`src/rtl/core/plt_pkg.sv`:
```
// Shared types and constants for the positional list table.
// Depends on nothing; every file of the block refers here by scoped names.
`default_nettype none

package plt_pkg;

  // Default number of list cells
  localparam int unsigned DEPTH_DFLT = 64;

  // Request codes
  typedef enum logic [1:0] {
    ACT_INSERT = 2'd0,
    ACT_DELETE = 2'd1,
    ACT_LOCATE = 2'd2,
    ACT_READ   = 2'd3
  } plt_act_t;

  // Result status codes
  typedef enum logic [1:0] {
    ST_OK    = 2'd0,
    ST_RANGE = 2'd1,
    ST_FULL  = 2'd2
  } plt_status_t;

  // What every cell does in a cycle
  typedef enum logic [1:0] {
    CELL_HOLD = 2'd0,
    CELL_INS  = 2'd1,
    CELL_DEL  = 2'd2,
    CELL_ROT  = 2'd3
  } plt_cell_op_t;

  // Request beat
  typedef struct packed {
    plt_act_t           action;
    logic [6:0]         position;
    logic signed [31:0] value;
  } plt_in_t;

  // Result beat
  typedef struct packed {
    plt_status_t        status;
    logic               found;
    logic [6:0]         found_position;
    logic signed [31:0] read_value;
    logic [6:0]         count;
    logic               is_empty;
  } plt_out_t;

  // Command broadcast from the controller to the row of cells
  typedef struct packed {
    plt_cell_op_t       op;
    logic [6:0]         position;
    logic signed [31:0] value;
  } plt_cell_cmd_t;

endpackage

`default_nettype wire

```
`src/rtl/core/plt_cell.sv`:
```
// One list cell: holds a single entry and moves it to or from its neighbors.
// Depends on plt_pkg for the cell command struct.
`default_nettype none

module plt_cell #(
  parameter int unsigned Idx  = 0,
  parameter int unsigned CmpW = 8
) (
  input  wire                     clk,
  input  plt_pkg::plt_cell_cmd_t  cmd,
  input  wire logic signed [31:0] left_i,
  input  wire logic signed [31:0] right_i,
  output logic signed [31:0]      entry_o
);

  // 1-based position of this cell
  localparam logic [CmpW-1:0] SelfPos = CmpW'(Idx + 1);

  logic signed [31:0] entry_r;
  logic signed [31:0] entry_nxt;
  logic [CmpW-1:0]    pos_w;

  assign pos_w = CmpW'(cmd.position);

  // Pick the next entry: load, take from a neighbor, or hold
  always_comb begin
    entry_nxt = entry_r;
    case (cmd.op)
      plt_pkg::CELL_INS: begin
        if (SelfPos == pos_w) begin
          entry_nxt = cmd.value;
        end else if (SelfPos > pos_w) begin
          entry_nxt = left_i;
        end
      end
      plt_pkg::CELL_DEL: begin
        if (SelfPos >= pos_w) begin
          entry_nxt = right_i;
        end
      end
      plt_pkg::CELL_ROT: begin
        entry_nxt = right_i;
      end
      default: begin
        entry_nxt = entry_r;
      end
    endcase
  end

  always_ff @(posedge clk) begin
    entry_r <= entry_nxt;
  end

  assign entry_o = entry_r;

endmodule

`default_nettype wire

```
`config.mk`:
```
export PLATFORM = sky130hd
export DESIGN_NAME = plt_cell
export DESIGN_NICKNAME = d
export VERILOG_FILES = /design/src/rtl/core/plt_pkg.sv /design/src/rtl/core/plt_cell.sv
export SDC_FILE = /design/constraint.sdc
export NUM_CORES = 1
export LEC_CHECK = 0
export BUFFER_PORTS_ARGS = -buffer_cell sky130_fd_sc_hd__buf_2
export CAP_MARGIN = 10
export CORE_ASPECT_RATIO = 0.7
export CORE_MARGIN = 4
export CORE_UTILIZATION = 41
export DETAILED_ROUTE_END_ITERATION = 12
export GPL_TIMING_DRIVEN = 0
export PLACE_DENSITY = 0.8
export SYNTH_ARGS = -nofsm -noshare
export SYNTH_HDL_FRONTEND = slang
export SYNTH_SLANG_ARGS = --single-unit
```
`constraint.sdc`:
```
create_clock -name clk -period 3.2 [get_ports clk]
set_clock_uncertainty 0.2 [all_clocks]
set_input_delay 0.48 -clock clk [delete_from_list [all_inputs] [get_ports clk]]
set_output_delay 0.48 -clock clk [all_outputs]
set_load 0.05 [all_outputs]
```
==> impl_metrics.json, run 1 <==
{
  "setup_viol": 0,
  "die_y_um": 65.7,
  "grt_max_degree": 33,
  "wire_per_inst_um": 16.2,
  "hpwl_um": 4920,
  "path_clk_slew_ps": 60,
  "criticalPathCategory": "in2reg",
  "final_area_mm2": 0.00278,
  "cp_slowest_cell": "maj3_2",
  "core_mm2": 0.00445,
  "vias": 2113,
  "ys_seq_elements": 32,
  "io_pins": 138,
  "drive_gt1_share_pct": 46.4,
  "avgSynthCellArea_um2": 10.3,
  "dieArea_mm2": 0.00595,
  "portBuffers": 135,
  "crit_required_ps": 2900,
  "finalPower_w": 0.00112,
  "timing.slew.headroom_pct": 50.7,
  "hold_class": "in2reg",
  "hold_viol": 0,
  "grt_pass1_vias": 2138,
  "leakagePower_nw": 1.15,
  "crit_family": "simple AND/OR/NAND/NOR gates",
  "cts-hold-fix-buffers": 0,
  "drtIter0Drc": 117,
  "syn_area_mm2": 0.00195,
  "totalWireLength_um": 6260,
  "viasPerCell": 5.46,
  "drv_cap": 0,
  "arrival_ps": 2070,
  "finalSetupTns_ps": 0,
  "final_util_pct": 62.4,
  "synth_top_area_share_pct": 49.2,
  "max_stage_delay_ps": 720,
  "diodes": 0,
  "gp_congestion": 0.933,
  "drtPass1Iterations": 4,
  "yosys.area.top_type": "edfxtp_1",
  "tritoncts.num_buffers": 5,
  "path_max_fanout": 32,
  "tightestPinTransition_ps": 739,
  "cp_cell_sequence": "buf_2 > or4_4 > nor3_2 > maj3_2",
  "finalCritPeriodShare_pct": 73.9,
  "die_w_um": 90.5,
  "yosysWarnings": 0,
  "grt_use_total_pct": 22.2,
  "synth_ff_type": "edfxtp_1",
  "crit_path_end_kind": "flop",
  "h-tree-depth": 2,
  "start_kind": "primary input",
  "status": "finished clean",
  "cts_setup_buffers": 0,
  "route.detailed.drc": 0,
  "clockBufferDepth": 2,
  "dpl_cell_area_mm2": 0.00270,
  "globalRouteOverflowTotal": 0,
  "largest_reg_flops": 32,
  "cts_root_buf": "clkbuf_8",
  "grt_pass1_wl_um": 10300,
  "antenna_left": 0,
  "rsz0062_at_grt": "false",
  "cts_resized": 0,
  "layout_min_cycle_time_ps": 2360,
  "ir_drop_v": 0.000209,
  "async_flop_share_pct": 0,
  "synthCells": 189,
  "worst-path-buf-inv": 1,
  "drv_slew": 0,
  "grt_antenna_before_repair": 0,
  "cts.sinks": 32,
  "start_util_pct": 43.8,
  "synth_area_leaders": "edfxtp_1 (49%), a41oi_1 (14%), nor2b_1 (10%)",
  "area_growth_pct": 42.3,
  "rows": 20,
  "synth_cell_types": 16,
  "cts_tree": "done",
  "synth-edff-count": 32,
  "fmax_mhz": 423,
  "syn_nets": 295,
  "powerDensity_mw_per_mm2": 404,
  "ys_seq_area_share_pct": 49.2,
  "nets": 437
}
[path summary, 6_finish.rpt]
| path | start | end | slack, ps | cells past startpoint |
|---|---|---|---|---|
| worst min-delay path | right_i[3] | entry_o[3] | 330 | 3 |
| worst max-delay path | cmd[38] | entry_o[9] | 840 | 4 |
[metrics by stage]
step           hold slack, ps  cells  setup slack [ps]
6_report                  325    387               835
5_1_grt                   329    387               753
4_1_cts                   312    387               828
3_5_place_dp              604    379               532
3_3_place_gp              597    379              49.7
2_1_floorplan             509    189               547
[synth_stat cells, types with 2 or more instances]
cell type	n
o21ai_0	2
nor2b_1	32
buf_6	3
a41oi_1	32
edfxtp_1	32
clkbuf_4	3
o21ai_1	30
a21oi_1	32
clkbuf_1	13
buf_2	4
[per-layer routing]
metal	vias up	global-route usage [%]	routed length (um)
met2	107	36.9	3060
li1	1033	-	-
met4	0	6.30	36
met5	-	0	0
met1	971	27.8	2580
met3	2	7.32	585
[tightest hold or removal path, cell delays in order]
cell     delay, ps
buf_2           80
nor2b_1         30
a21oi_1         90
[layout make-up]
cell class / instances / area [um^2]
fill: 400 / 1680
sequential: 32 / 961
multi-input combinational: 134 / 867
timing repair buffer: 135 / 676
buffer: 23 / 125
clock buffer: 7 / 76.3
tap: 55 / 68.8
clock inverter: 1 / 3.75
[cell families after synthesis]
family / Yosys count / share of synthesized area (%)
buffers and inverters: 23 / 6.41
flip-flops: 32 / 49.2
adder cells (fa/ha/maj): 1 / 0.513
AND/OR/NAND/NOR: 37 / 13.1
AO/OA/AOI/OAI: 96 / 30.8
[cell usage in the layout, fill, tap and decap left out, drive strengths merged]
cell / n
a21oi: 32
or4: 1
edfxtp: 32
nor4: 1
or3b: 1
clkinv: 1
nor2b: 32
buf: 142
nor2: 1
maj3: 1
clkbuf: 23
a41oi: 32
o21ai: 32
nor3: 1
[where the power goes]
part / internal, W / switching (W) / leakage (nW)
registers: 0.000502 / 0.00000757 / 0.306
clock network: 0.000151 / 0.000135 / 0.0399
logic: 0.000109 / 0.000219 / 0.800
Power figures use the tool's default switching activity.
==> inputs of run 2 (changes only) <==
- CORE_UTILIZATION: 41 -> 37
- PLACE_DENSITY: 0.8 -> 0.76
- clock period: 3.2 -> 2 ns (I/O delays scaled with it)
==> run 2 against run 1 <==
Against the previous run:
- critical path depth is the same
- utilization down 4.9 points
- critical path type unchanged
- worst setup slack got worse by 730 ps
- clock-buffer cell count decreased by 2
- hold slack lost 190 ps
- sequential power rose by 60%
- power is 74% higher
- combinational power is 62% higher
- routed wire length rose by 5.3%
- via count up 2.1%
==> impl_metrics.json, run 2 (synthesis gave the netlist of run 1 again) <==
{
  "combPwrFrac_pct": 27.1,
  "cts-hold-fix-buffers": 0,
  "largest_reg_flops": 32,
  "crit_required_ps": 1770,
  "gp_congestion": 0.793,
  "antenna_left": 0,
  "crit_path_end_kind": "flop",
  "layout_min_cycle_time_ps": 1890,
  "hold_class": "in2reg",
  "grt_antenna_before_repair": 0,
  "grt_pass1_wl_um": 9640,
  "powerDensity_mw_per_mm2": 687,
  "start_kind": "primary input",
  "met1_usage_pct": 25.0,
  "drtIter0Drc": 74,
  "finalSetupTns_ps": 0,
  "met2_usage_pct": 31.9,
  "wire_per_inst_um": 16.4,
  "h-tree-depth": 2,
  "final_cell_mix": "buf_2 (139), a41oi_1 (32), nor2b_1 (32), a21oi_1 (32), edfxtp_1 (32)",
  "cp_slowest_cell": "or4_4",
  "vias": 2157,
  "status": "finished clean",
  "start_util_pct": 39.5,
  "grt_busiest_layer": "met2",
  "tightestPinTransition_ps": 519,
  "io_pins": 138,
  "drtPass1Iterations": 4,
  "max_stage_delay_ps": 590,
  "cp_cell_sequence": "buf_2 > or4_4 > nor3_2 > maj3_4",
  "tritoncts.num_buffers": 5,
  "p_sw_share_pct": 31.1,
  "path_clk_slew_ps": 70,
  "dieArea_mm2": 0.00652,
  "multi_input_area_um2": 883,
  "clockBufferDepth": 2,
  "worst-path-buf-inv": 1,
  "die_y_um": 68.8,
  "setup_viol": 0,
  "switching_power_w": 0.000607,
  "area_growth_pct": 45.4,
  "core_mm2": 0.00494,
  "globalRouteOverflowTotal": 0,
  "hold_viol": 0,
  "crit_family": "simple AND/OR/NAND/NOR gates",
  "grt_pass1_vias": 2044,
  "final_util_pct": 57.4,
  "cts_setup_buffers": 0,
  "finalPower_w": 0.00195,
  "crit_path_start": "cmd[38]",
  "timing.slew.headroom_pct": 65.4,
  "arrival_ps": 1660,
  "use_met3_pct": 6.62,
  "drive_gt1_share_pct": 46.8,
  "p_int_w": 0.00134,
  "cts.sinks": 32,
  "route.detailed.drc": 0,
  "cts_tree": "done",
  "fmax_mhz": 528,
  "final_common_cell": "buf_2",
  "cts_resized": 0,
  "die_w_um": 94.8,
  "rows": 21,
  "ir_drop_v": 0.000498,
  "regArea_um2": 961,
  "hpwl_um": 4950,
  "diodes": 0,
  "grt_max_degree": 33,
  "finalCritPeriodShare_pct": 94.7,
  "portBuffers": 135,
  "drv_slew": 0,
  "drv_cap": 0,
  "grt_use_total_pct": 19.6,
  "totalWireLength_um": 6590,
  "viasPerCell": 5.37,
  "path_max_fanout": 16,
  "whs_ps": 134,
  "cts_root_buf": "clkbuf_8",
  "seq_power_share_pct": 41.8,
  "criticalPathCategory": "in2reg",
  "leakagePower_nw": 1.16,
  "rsz0062_at_grt": "false",
  "hold_start": "right_i[9]",
  "fill_cells": 465,
  "p_clk_share_pct": 31.0,
  "nets": 438
}
## run 2: changes by cell type in the layout (fill, tap and decap cells not counted)
cell       before  now
bufinv_16       0    1
clkbuf_1       15   13
clkinv_1        1    2
maj3_2          1    0
maj3_4          0    2
## run 2: per-layer routing
| layer | vias up | wire length [um] | share of wire [%] |
|---|---|---|---|
| li1 | 1036 | - | - |
| met1 | 993 | 2570 | 39 |
| met2 | 121 | 3130 | 47 |
| met3 | 7 | 830 | 13 |
| met4 | 0 | 68 | 1.0 |
| met5 | - | 0 | 0 |
## run 2: stage by stage
step	worst slack, ps	area, um^2	instances
2_1_floorplan	25.7	1960	189
3_3_place_gp	-267	2720	393
3_5_place_dp	-289	2720	393
4_1_cts	13.5	2820	401
5_1_grt	43.0	2840	402
6_report	106	2840	402
## run 2: final timing paths
kind,to,slack (ps),cells after the start
hold / removal,entry_o[9],130,3
setup / recovery,entry_o[14],110,4
## run 2: cell type report
class	instances	share of cell area [%]
Timing Repair Buffer	135	23.8
Multi-Input combinational cell	135	31.1
Clock buffer	5	2.43
Clock inverter	3	1.32
Sequential cell	32	33.9
Tap cell	69	3.04
Buffer	23	4.41
## run 2: power groups by stage
stage / registers, W / clock network (W) / logic [W]
finish: 0.000815 / 0.000605 / 0.000529
global route: 0.000819 / 0.000657 / 0.000568
CTS: 0.000817 / 0.000618 / 0.000526
detailed placement: 0.000830 / 0 / 0.000525
global placement: 0.000828 / 0 / 0.000519
floorplan: 0.00102 / 0 / 0.000147
