$ cat config.mk
export PLATFORM = sky130hd
export DESIGN_NAME = plt_ctrl
export DESIGN_NICKNAME = d
export VERILOG_FILES = /design/src/rtl/core/plt_pkg.sv /design/src/rtl/core/plt_ctrl.sv
export SDC_FILE = /design/constraint.sdc
export NUM_CORES = 1
export LEC_CHECK = 0
export BUFFER_PORTS_ARGS = -buffer_cell sky130_fd_sc_hd__buf_2
export CORE_MARGIN = 2
export CORE_UTILIZATION = 50
export CTS_BUF_LIST = sky130_fd_sc_hd__clkbuf_4 sky130_fd_sc_hd__clkbuf_8
export CTS_CLUSTER_SIZE = 20
export DETAILED_ROUTE_END_ITERATION = 6
export HOLD_SLACK_MARGIN = 0.15
export PLACE_DENSITY = 0.73
export SLEW_MARGIN = 20
export SYNTH_ARGS = -nofsm -noshare
export SYNTH_HDL_FRONTEND = slang
export SYNTH_SLANG_ARGS = --single-unit
$ cat constraint.sdc
create_clock -name clk -period 4.1 [get_ports clk]
set_input_delay 0.615 -clock clk [delete_from_list [all_inputs] [get_ports clk]]
set_output_delay 0.615 -clock clk [all_outputs]
set_load 0.02 [all_outputs]
$ cat src/rtl/core/plt_pkg.sv
// Shared types and constants for the positional list table.
// Depends on nothing; every file of the block refers here by scoped names.
`default_nettype none

package plt_pkg;

  // Default number of list cells
  localparam int unsigned DEPTH_DFLT = 64;

  // Request codes
  typedef enum logic [1:0] {
    ACT_INSERT = 2'd0,
    ACT_DELETE = 2'd1,
    ACT_LOCATE = 2'd2,
    ACT_READ   = 2'd3
  } plt_act_t;

  // Result status codes
  typedef enum logic [1:0] {
    ST_OK    = 2'd0,
    ST_RANGE = 2'd1,
    ST_FULL  = 2'd2
  } plt_status_t;

  // What every cell does in a cycle
  typedef enum logic [1:0] {
    CELL_HOLD = 2'd0,
    CELL_INS  = 2'd1,
    CELL_DEL  = 2'd2,
    CELL_ROT  = 2'd3
  } plt_cell_op_t;

  // Request beat
  typedef struct packed {
    plt_act_t           action;
    logic [6:0]         position;
    logic signed [31:0] value;
  } plt_in_t;

  // Result beat
  typedef struct packed {
    plt_status_t        status;
    logic               found;
    logic [6:0]         found_position;
    logic signed [31:0] read_value;
    logic [6:0]         count;
    logic               is_empty;
  } plt_out_t;

  // Command broadcast from the controller to the row of cells
  typedef struct packed {
    plt_cell_op_t       op;
    logic [6:0]         position;
    logic signed [31:0] value;
  } plt_cell_cmd_t;

endpackage

`default_nettype wire

$ cat src/rtl/core/plt_ctrl.sv
// Request decoder, entry count, scan sequencer and result register.
// Depends on plt_pkg; drives the command that all cells share.
`default_nettype none

module plt_ctrl #(
  parameter int unsigned DEPTH = plt_pkg::DEPTH_DFLT
) (
  input  wire                     clk,
  input  wire                     rst_n,
  input  wire                     start,
  input  plt_pkg::plt_in_t        in_data,
  input  wire logic signed [31:0] head_i,
  output logic                    busy,
  output plt_pkg::plt_cell_cmd_t  cmd_o,
  output logic                    out_valid,
  output plt_pkg::plt_out_t       out_data
);

  localparam int unsigned CW = $clog2(DEPTH + 1);
  localparam int unsigned SW = $clog2(DEPTH);
  localparam int unsigned PW = ((CW > 7) ? CW : 7) + 1;
  localparam logic [SW-1:0] LastStep = SW'(DEPTH - 1);
  localparam logic [CW-1:0] FullCnt  = CW'(DEPTH);

  typedef enum logic [1:0] {
    FSM_IDLE = 2'b01,
    FSM_SCAN = 2'b10
  } fsm_t;

  fsm_t                 state_r, state_nxt;
  logic [CW-1:0]        count_r, count_nxt;
  logic [SW-1:0]        step_r, step_nxt;
  logic                 out_valid_r, out_valid_nxt;
  plt_pkg::plt_out_t    out_r, out_nxt;
  logic                 locate_r, locate_nxt;
  logic [6:0]           pos_r, pos_nxt;
  logic signed [31:0]   key_r, key_nxt;
  logic                 found_r, found_nxt;
  logic [6:0]           fpos_r, fpos_nxt;
  logic signed [31:0]   rval_r, rval_nxt;

  logic                 accept;
  logic [PW-1:0]        pos_w, cnt_w, step_pos_w, pos_lat_w;
  logic                 ins_pos_ok, pos_ok, full;
  logic [SW+6:0]        fpos_wide;
  logic [CW+6:0]        cnt_wide;

  assign accept     = start && (state_r == FSM_IDLE);
  assign pos_w      = PW'(in_data.position);
  assign cnt_w      = PW'(count_r);
  assign ins_pos_ok = (pos_w != '0) && (pos_w <= cnt_w + PW'(1));
  assign pos_ok     = (pos_w != '0) && (pos_w <= cnt_w);
  assign full       = (count_r == FullCnt);
  assign step_pos_w = PW'(step_r) + PW'(1);
  assign pos_lat_w  = PW'(pos_r);
  assign fpos_wide  = {7'b0, step_r} + (SW + 7)'(1);
  assign cnt_wide   = {7'b0, count_nxt};

  // Decode requests, step the scan and assemble the result
  always_comb begin
    state_nxt     = state_r;
    count_nxt     = count_r;
    step_nxt      = step_r;
    out_valid_nxt = 1'b0;
    out_nxt       = out_r;
    locate_nxt    = locate_r;
    pos_nxt       = pos_r;
    key_nxt       = key_r;
    found_nxt     = found_r;
    fpos_nxt      = fpos_r;
    rval_nxt      = rval_r;
    cmd_o.op       = plt_pkg::CELL_HOLD;
    cmd_o.position = in_data.position;
    cmd_o.value    = in_data.value;

    case (state_r)
      FSM_IDLE: begin
        if (accept) begin
          out_nxt        = '0;
          out_nxt.status = plt_pkg::ST_OK;
          step_nxt       = '0;
          locate_nxt     = (in_data.action == plt_pkg::ACT_LOCATE);
          pos_nxt        = in_data.position;
          key_nxt        = in_data.value;
          found_nxt      = 1'b0;
          fpos_nxt       = '0;
          rval_nxt       = '0;
          case (in_data.action)
            plt_pkg::ACT_INSERT: begin
              out_valid_nxt = 1'b1;
              if (!ins_pos_ok) begin
                out_nxt.status = plt_pkg::ST_RANGE;
              end else if (full) begin
                out_nxt.status = plt_pkg::ST_FULL;
              end else begin
                cmd_o.op  = plt_pkg::CELL_INS;
                count_nxt = count_r + CW'(1);
              end
            end
            plt_pkg::ACT_DELETE: begin
              out_valid_nxt = 1'b1;
              if (!pos_ok) begin
                out_nxt.status = plt_pkg::ST_RANGE;
              end else begin
                cmd_o.op  = plt_pkg::CELL_DEL;
                count_nxt = count_r - CW'(1);
              end
            end
            plt_pkg::ACT_LOCATE: begin
              state_nxt = FSM_SCAN;
            end
            plt_pkg::ACT_READ: begin
              if (!pos_ok) begin
                out_valid_nxt  = 1'b1;
                out_nxt.status = plt_pkg::ST_RANGE;
              end else begin
                state_nxt = FSM_SCAN;
              end
            end
            default: begin
              out_valid_nxt = 1'b1;
            end
          endcase
        end
      end
      FSM_SCAN: begin
        // Rotate the ring; the head cell holds the entry at step_r
        cmd_o.op = plt_pkg::CELL_ROT;
        if (locate_r) begin
          if (!found_r && (CW'(step_r) < count_r) && (head_i == key_r)) begin
            found_nxt = 1'b1;
            fpos_nxt  = fpos_wide[6:0];
          end
        end else if (step_pos_w == pos_lat_w) begin
          rval_nxt = head_i;
        end
        step_nxt = step_r + SW'(1);
        if (step_r == LastStep) begin
          state_nxt              = FSM_IDLE;
          step_nxt               = '0;
          out_valid_nxt          = 1'b1;
          out_nxt                = '0;
          out_nxt.status         = plt_pkg::ST_OK;
          out_nxt.found          = found_nxt;
          out_nxt.found_position = fpos_nxt;
          out_nxt.read_value     = rval_nxt;
        end
      end
      default: begin
        state_nxt = FSM_IDLE;
      end
    endcase

    if (out_valid_nxt) begin
      out_nxt.count    = cnt_wide[6:0];
      out_nxt.is_empty = (count_nxt == '0);
    end
  end

  // Control state
  always_ff @(posedge clk) begin
    if (!rst_n) begin
      state_r     <= FSM_IDLE;
      count_r     <= '0;
      step_r      <= '0;
      out_valid_r <= 1'b0;
    end else begin
      state_r     <= state_nxt;
      count_r     <= count_nxt;
      step_r      <= step_nxt;
      out_valid_r <= out_valid_nxt;
    end
  end

  // Payload and scan accumulators
  always_ff @(posedge clk) begin
    out_r    <= out_nxt;
    locate_r <= locate_nxt;
    pos_r    <= pos_nxt;
    key_r    <= key_nxt;
    found_r  <= found_nxt;
    fpos_r   <= fpos_nxt;
    rval_r   <= rval_nxt;
  end

  assign busy      = (state_r == FSM_SCAN);
  assign out_valid = out_valid_r;
  assign out_data  = out_r;

  // Count never passes the number of cells
  a_count_bound: assert property (@(posedge clk) disable iff (!rst_n)
    count_r <= FullCnt)
    else $error("entry count above depth");

  // No result while a scan is still running
  a_scan_quiet: assert property (@(posedge clk) disable iff (!rst_n)
    (state_r == FSM_SCAN) && (step_r != LastStep) |=> !out_valid_r)
    else $error("result during scan");

  // The last scan step gives a result and frees the block
  a_scan_done: assert property (@(posedge clk) disable iff (!rst_n)
    (state_r == FSM_SCAN) && (step_r == LastStep) |=> out_valid_r && !busy)
    else $error("scan end without result");

  // Count does not move during a scan
  a_scan_count: assert property (@(posedge clk) disable iff (!rst_n)
    (state_r == FSM_SCAN) |=> $stable(count_r))
    else $error("count changed during scan");

  // Empty flag agrees with the reported count
  a_empty_flag: assert property (@(posedge clk) disable iff (!rst_n)
    out_valid_r |-> (out_r.is_empty == (count_r == '0)))
    else $error("empty flag mismatch");

endmodule

`default_nettype wire
==> impl_metrics.json, run 1 <==
{
  "syn_nets": 643,
  "layout-drive-gt1-share": 0.335,
  "period_share": 0.956,
  "finalPower_mw": 3.28,
  "ys_types": 64,
  "slew_viol_final": 0,
  "ir_drop_uv": 250,
  "timing.slew.headroom": 0.512,
  "dieWidth_um": 123,
  "first_pass_iters": 5,
  "switching_share": 0.285,
  "postSynthAreaPerCell_sq_um": 13.0,
  "clk_pin_slew_worst_paths_ps": 90,
  "grt_antenna_before_repair": 0,
  "async_flop_share": 0,
  "vias": 4677,
  "rr_worst_depth": 12,
  "final_nets": 783,
  "cts_sinks": 146,
  "synth-seq-area-share": 0.598,
  "routed_via_density": 5.35,
  "syn_to_final_growth_pct": 15.6,
  "die_h_um": 123,
  "rsz0062_at_grt": "no",
  "htreeDepth": 4,
  "hold_violations": 0,
  "yosysTopAreaCell": "edfxtp_1",
  "grt_overflow_total": 0,
  "gr-usage-met1": 0.280,
  "clkLatencyLatePin_ps": 450,
  "rows": 43,
  "core_region_area_sq_um": 13800,
  "synth_ff_type": "edfxtp_1",
  "syn_area_sq_um": 7060,
  "grt_max_degree": 44,
  "met3_usage": 0.0516,
  "combPwrFrac": 0.151,
  "antenna_cells": 0,
  "grt_most_used_layer": "met2",
  "routedWlPerCell_um": 17.6,
  "cts_buffers": 17,
  "max_freq_mhz": 255,
  "cp_max_fo": 5,
  "yosys_warnings": 0,
  "gp_congestion": 0.850,
  "post_cts_buffers": 0,
  "ant_nets": 0,
  "start_util": 0.511,
  "synth_edf_count": 130,
  "internal_power_mw": 2.35,
  "drtIter0Drc": 386,
  "postLayoutCoreUtil": 0.590,
  "fin_crit_ps": 3920,
  "pin_count": 169,
  "port_buffers": 168,
  "clkPwrFrac": 0.302,
  "endpoint_kind": "output port",
  "final-seq-area_sq_um": 4230,
  "seqPwrFrac": 0.547,
  "min_delay_path_depth": 1,
  "grt_pass1_wl_um": 23400,
  "synthTopCellsByArea": "edfxtp_1 55%, mux2i_1 5.5%, xnor2_1 4.8%",
  "setup_viol": 0,
  "wirelength_um": 15400,
  "worstHoldPathType": "in2reg",
  "ys_ff_latch": 146,
  "fillers": 1110,
  "grtUsageTotal": 0.208,
  "cts_buffer_depth": 2,
  "grt_pass1_vias": 4475,
  "drc": 0,
  "fin_skew_ps": 12.3,
  "tightest_slew_ps": 727,
  "clk_root_buffer_cell": "clkbuf_8",
  "status": "complete, no violations",
  "powerDensity_nw_per_um2": 402,
  "startpoint_type": "flop",
  "maxCapViolations": 0,
  "crit_type": "reg2out",
  "multi_input_area_sq_um": 2410,
  "hpwlAfterDp_um": 11200,
  "crit_required_ps": 3480,
  "tns_ps": 0,
  "dieArea_sq_um": 15100,
  "power.leakage_nw": 3.21,
  "p_switching_mw": 0.936,
  "use_met2": 0.322,
  "arrival_ps": 3300,
  "synth_cells": 542,
  "synth_top_area_frac": 0.553,
  "cts_tree": "yes"
}
-- final timing paths --
| path | to | from | slack (ps) |
|---|---|---|---|
| hold / removal | key_r[21] | in_data[21] | 350 |
| setup reg to reg | out_data[0] | count_r[0] | 680 |
| setup / recovery | cmd_o[39] | count_r[0] | 180 |
| hold reg to reg | state_r[0] | state_r[0] | 500 |
-- per-stage QoR --
stage                     hold slack, ps  worst slack [ps]  cell area (sq um)  instances
after global placement               467               623               7810        843
final                                350               181               8160        875
after floorplan                      453               483               7060        542
after global routing                 321              5.42               8160        875
after CTS                            331              23.3               8150        875
after detailed placement             485               527               7810        843
-- placed cells by master (no fill, tap or decap), drive strengths merged, types with 17 or more instances in the layout --
cell type,n
a21oi,17
buf,174
clkbuf,17
edfxtp,130
ha,25
inv,23
mux2i,39
nand2,17
nor2,70
xnor2,40
-- synthesized netlist by cell type, drive strengths merged (3+ instances only) --
master	count
a21oi	17
ha	25
clkbuf	9
nand3	11
dfxtp	16
nor2b	5
a22oi	6
and2	3
a211oi	4
nor3	11
edfxtp	130
nand4	10
a21o	3
inv	19
xnor2	40
mux2i	39
buf	44
nor2	70
and3	4
a31oi	3
nand2	17
mux2	4
nor4	4
nand2b	5
xor2	11
o21ai	7
nand3b	3
-- power groups by stage --
| stage | sequential [mW] | clock [mW] | combinational [mW] |
|---|---|---|---|
| 3_3_place_gp | 1.82 | 0 | 0.493 |
| 5_1_grt | 1.80 | 1.07 | 0.542 |
| 4_1_cts | 1.79 | 1.01 | 0.500 |
| 3_5_place_dp | 1.83 | 0 | 0.498 |
| 6_report | 1.79 | 0.991 | 0.497 |
| 2_1_floorplan | 1.88 | 0 | 0.275 |
-- final cells by class --
cell class | count | area share
Timing Repair Buffer | 174 | 0.109
Multi-Input combinational cell | 323 | 0.295
Sequential cell | 146 | 0.518
Clock buffer | 17 | 0.0287
Tap cell | 180 | 0.0276
Inverter | 20 | 0.00920
Clock inverter | 15 | 0.0130
-- registers in the layout, summed over array words and instances, names as in the netlist, 2 cells and up --
register and cells:
count_r 7, rval_r 32, state_r 2, out_data 50, key_r 32, pos_r 7
step_r 6, fpos_r 7
-- critical path, stage by stage, from the launching register on --
cell and delay, ps:
dfxtp_1 430, ha_1 260, nand3_2 150, nor3_1 210
xnor2_1 200, ha_1 290, nand3_1 180, or2_1 190
o311ai_4 160, a211oi_4 390, a21oi_1 120, nor2_1 110
buf_2 170
-- routing by layer --
metal	vias to the layer above	wire [um]
li1	2207	-
met1	2263	6570
met2	183	7460
met3	24	973
met4	0	365
met5	-	0
-- logic make-up after synthesis --
family          after synthesis  share of synthesized area
simple gates                150                      0.105
flops                       146                      0.598
buf+inv                      73                     0.0634
compound gates               54                     0.0626
xor+xnor                     51                     0.0643
mux                          43                     0.0622
fa+ha+maj                    25                     0.0443
-- what timing repair did --
action / CTS / global route
endpoints found under the setup margin: 0 / 1
gates resized for setup: 0 / 3
hold buffers: 0 / 0
(Power assumes the default switching activity.)
==> run 2: changes to the inputs <==
CELL_PAD_IN_SITES_DETAIL_PLACEMENT = 1   (was unset)
CELL_PAD_IN_SITES_GLOBAL_PLACEMENT = 1   (was unset)
CORE_MARGIN = 8   (was 2)
CORE_UTILIZATION = 44   (was 50)
PLACE_DENSITY = 0.8   (was 0.73)
==> run 2 against run 1 <==
- register-to-register slack lost 100 ps
- worst setup slack improved by 12 ps
- via count increased by 0.36%
- core utilization shrank 7.2 points
- fmax grew 0.30%
- cell count grew 3.9%
- non-clock buffer count fell by 1
- die area increased by 35%
- largest power group unchanged
- highest routed layer unchanged
==> impl_metrics.json, run 2 (same netlist as run 1, synthesis figures left out) <==
{
  "drc": 0,
  "grt_pass1_wl_um": 28500,
  "rr_worst_depth": 12,
  "arrival_ps": 3290,
  "routed_via_density": 5.16,
  "fin_area_sq_um": 8180,
  "max_freq_mhz": 256,
  "grtUsageTotal": 0.184,
  "dieArea_sq_um": 20400,
  "ir_drop_uv": 273,
  "endpoint_kind": "output port",
  "multi_input_area_sq_um": 2410,
  "dieWidth_um": 143,
  "status": "complete, no violations",
  "met3_usage": 0.0544,
  "layout_commonest_cell": "buf_2",
  "hp-start": "in_data[12]",
  "cp_max_fo": 6,
  "cts_buffer_depth": 2,
  "startpoint_type": "flop",
  "hold_buffers": 0,
  "grt_overflow_total": 0,
  "setup_viol": 0,
  "hpwlAfterDp_um": 13800,
  "maxCapViolations": 0,
  "cts_sinks": 146,
  "htreeDepth": 4,
  "worstHoldPathType": "in2reg",
  "r2r_end": "out_data[0]",
  "vias": 4694,
  "cts_buffers": 17,
  "min_to": "key_r[12]",
  "core_region_area_sq_um": 15800,
  "wirelength_um": 18400,
  "cts_tree": "yes",
  "final_cell_mix": "168 x buf_2, 130 x edfxtp_1, 69 x nor2_1",
  "drtIter0Drc": 242,
  "grt_pass1_vias": 5071,
  "gp_congestion": 0.837,
  "clk_root_buffer_cell": "clkbuf_8",
  "clkLatencyLatePin_ps": 440,
  "worst_hold_slack_ps": 358,
  "r2r-start": "count_r[1]",
  "gr-usage-met1": 0.217,
  "grt_max_degree": 44,
  "min_delay_path_depth": 1,
  "port_buffers": 168,
  "grt_most_used_layer": "met2",
  "rows": 46,
  "routedWlPerCell_um": 20.2,
  "placed_area_sq_um": 7840,
  "r2r_slack_ps": 580,
  "slew_viol_final": 0,
  "fin_skew_ps": 14.1,
  "largest_reg_flops": 50,
  "hold_violations": 0,
  "placed_cells": 877,
  "grt_antenna_before_repair": 0,
  "layout-drive-gt1-share": 0.329,
  "use_met2": 0.318,
  "timing.slew.headroom": 0.391,
  "pin_count": 169,
  "fin_crit_ps": 3910,
  "final-seq-area_sq_um": 4230,
  "final_nets": 782,
  "powerDensity_nw_per_um2": 399,
  "clk_pin_slew_worst_paths_ps": 80,
  "antenna_cells": 0,
  "tightest_slew_ps": 913,
  "ant_nets": 0,
  "first_pass_iters": 5,
  "fillers": 1732,
  "crit_required_ps": 3480,
  "stdcell_count": 909,
  "crit_type": "reg2out",
  "power.leakage_nw": 3.20,
  "syn_to_final_growth_pct": 15.8,
  "start_util": 0.448,
  "period_share": 0.953,
  "die_h_um": 143
}
==> run 2: cell count changes in the layout (fill, tap and decap cells not counted), sizes merged <==
| cell | delta |
|---|---|
| clkbuf | +6 |
| clkinv | -2 |
| inv | -5 |
| buf | -1 |
==> run 2: layer usage <==
layer | wire, um | vias to the layer above
met4 | 247 | 0
met2 | 9470 | 125
met3 | 1090 | 16
met1 | 7570 | 2352
li1 | - | 2201
met5 | 0 | -
==> run 2: cell type report <==
type / instances / share of cell area
Clock inverter: 8 / 0.00490
Clock buffer: 23 / 0.0341
Tap cell: 216 / 0.0331
Timing Repair Buffer: 173 / 0.107
Inverter: 20 / 0.00918
Multi-Input combinational cell: 323 / 0.294
Sequential cell: 146 / 0.517
==> run 2: worst max-delay path, cell delays in order, from the launching register on <==
cell and delay (ps):
dfxtp_1 450, ha_1 250, nand3_1 200, nor3_1 240
xnor2_1 130, ha_1 320, nand3_1 170, nor3_2 320
a31oi_4 90, a211oi_4 310, a21oi_1 110, nor2_1 90
buf_2 170
==> run 2: worst max path at each step <==
| stage | from | cells past startpoint | end | slack [ps] |
|---|---|---|---|---|
| 2_1_floorplan | state_r[0] | 6 | out_data[10] | 480 |
| 3_3_place_gp | count_r[1] | 12 | cmd_o[39] | 640 |
| 3_5_place_dp | count_r[0] | 12 | cmd_o[39] | 570 |
| 4_1_cts | count_r[0] | 12 | cmd_o[39] | 60 |
| 5_1_grt | count_r[1] | 12 | cmd_o[39] | -10 |
| 6_report | count_r[1] | 12 | cmd_o[39] | 190 |
==> run 2: repair_timing <==
action / 4_1_cts / 5_1_grt
buffers inserted: 0 / 1
gates resized for setup: 0 / 2
setup endpoints to repair: 0 / 1
==> run 2: report_power, final <==
group	switching [mW]	internal [mW]	total (mW)
Clock	0.511	0.444	0.955
Combinational	0.337	0.171	0.508
Sequential	0.0458	1.75	1.80
Total	0.895	2.37	3.26
==> run 2: metrics by stage <==
| step | power [mW] | TNS [ps] | setup slack [ps] | utilization |
|---|---|---|---|---|
| 2_1_floorplan | 2.16 | 0 | 483 | - |
| 3_3_place_gp | 2.33 | 0 | 640 | 0.497 |
| 3_5_place_dp | 2.34 | 0 | 567 | 0.497 |
| 4_1_cts | 3.29 | 0 | 64.1 | 0.518 |
| 5_1_grt | 3.39 | -9.78 | -9.78 | 0.518 |
| 6_report | 3.26 | 0 | 192 | 0.518 |
==> run 3: changes to the inputs <==
RECOVER_POWER = 25   (was unset)
==> run 3 against run 2 <==
- via count down 1.0%
- critical path depth unchanged
- critical path type unchanged
- highest routed layer unchanged
- clock power down 0.4%
- fmax up 0.39%
- combinational power down 2%
- non-clock buffer count unchanged
- clock-buffer cell count unchanged
- total power down 0.49%
- sequential cell count unchanged
- clock skew down 1.2 ps
==> impl_metrics.json, run 3 (same netlist as run 1, synthesis figures left out) <==
{
  "clk_pin_slew_worst_paths_ps": 80,
  "grtUsageTotal": 0.184,
  "antenna_cells": 0,
  "stdcell_count": 909,
  "gr-usage-met1": 0.217,
  "wirelength_um": 18400,
  "maxCapViolations": 0,
  "grt_max_degree": 44,
  "met3_usage": 0.0544,
  "cts_tree": "yes",
  "largest_reg_flops": 50,
  "port_buffers": 168,
  "period_share": 0.949,
  "core_region_area_sq_um": 15800,
  "drc": 0,
  "fin_crit_ps": 3890,
  "r2r-start": "count_r[1]",
  "hp-start": "in_data[2]",
  "cp_max_fo": 6,
  "grt_most_used_layer": "met2",
  "htreeDepth": 4,
  "hold_violations": 0,
  "fin_ws_ps": 208,
  "crit_required_ps": 3480,
  "layout_commonest_cell": "edfxtp_1",
  "grt_pass1_vias": 5071,
  "setup_viol": 0,
  "ant_nets": 0,
  "rows": 46,
  "pin_count": 169,
  "r2r_slack_ps": 590,
  "vias": 4647,
  "layout-drive-gt1-share": 0.215,
  "startpoint_type": "flop",
  "worst_hold_slack_ps": 365,
  "cts_buffers": 17,
  "ir_drop_uv": 273,
  "start_util": 0.448,
  "slew_viol_final": 0,
  "endpoint_kind": "output port",
  "clk_root_buffer_cell": "clkbuf_8",
  "cts_buffer_depth": 2,
  "worstHoldPathType": "in2reg",
  "first_pass_iters": 4,
  "dieWidth_um": 143,
  "power.leakage_nw": 2.97,
  "drtIter0Drc": 270,
  "tightest_slew_ps": 904,
  "cts_sinks": 146,
  "final_nets": 782,
  "grt_overflow_total": 0,
  "fin_skew_ps": 12.9,
  "postLayoutCoreUtil": 0.512,
  "final_cell_mix": "130 x edfxtp_1, 89 x buf_2, 79 x clkbuf_1",
  "pre_cts_ws_ps": 567,
  "cp-startpoint": "count_r[1]",
  "max_freq_mhz": 257,
  "gp_congestion": 0.837,
  "routedWlPerCell_um": 20.3,
  "finalPower_mw": 3.25,
  "crit_type": "reg2out",
  "die_h_um": 143,
  "timing.slew.headroom": 0.397,
  "powerDensity_nw_per_um2": 402,
  "clkLatencyLatePin_ps": 440,
  "grt_antenna_before_repair": 0,
  "status": "complete, no violations",
  "arrival_ps": 3280,
  "syn_to_final_growth_pct": 14.4,
  "use_met2": 0.318,
  "placed_cells": 877,
  "hpwlAfterDp_um": 13800,
  "routed_via_density": 5.11,
  "dieArea_sq_um": 20400,
  "grt_pass1_wl_um": 28500
}
-- run 3: changes by cell type in the layout (fill, tap and decap cells not counted), sizes merged --
| cell | change |
|---|---|
| buf | -79 |
| clkbuf | +79 |
-- run 3: worst max-delay path, stage by stage, from the launching register on --
cell and delay (ps):
dfxtp_1 450, ha_1 250, nand3_1 190, nor3_1 230, xnor2_1 130, ha_1 320, nand3_1 170, nor3_2 320
a31oi_4 90, a211oi_4 310, a21oi_1 110, nor2_1 90, buf_2 170
-- run 3: path summary, 6_finish.rpt --
kind | end | cells after the start
setup / recovery | cmd_o[39] | 12
hold / removal | key_r[2] | 1
setup reg to reg | out_data[0] | 12
hold reg to reg | state_r[1] | 2
-- run 3: cell type report --
class | count | area [sq um]
Fill cell | 1756 | 7690
Timing Repair Buffer | 173 | 779
Tap cell | 216 | 270
Sequential cell | 146 | 4230
Inverter | 20 | 75.1
Clock buffer | 23 | 279
Multi-Input combinational cell | 323 | 2410
Clock inverter | 8 | 40.0
-- run 3: what timing repair did --
action | CTS | global route
setup buffers | 0 | 1
gates resized for setup | 0 | 2
hold buffers | 0 | 0
endpoints found under the setup margin | 0 | 1
-- run 3: layer usage --
metal	vias to the layer above	routed length (um)
met1	2298	7590
met3	13	1110
met5	-	0
met2	135	9520
met4	0	232
li1	2201	-
-- run 3: power breakdown --
group / total (mW) / internal (mW) / leakage (nW) / switching (mW)
registers: 1.80 / 1.75 / 1.43 / 0.0461
logic: 0.496 / 0.159 / 1.38 / 0.337
clock network: 0.951 / 0.444 / 0.164 / 0.508
total: 3.25 / 2.36 / 2.97 / 0.891
-- run 3: through the flow --
step	area [sq um]	setup TNS, ps
2_1_floorplan	7060	0
3_3_place_gp	7840	0
3_5_place_dp	7840	0
4_1_cts	8160	0
5_1_grt	8080	-9.99
6_report	8080	0
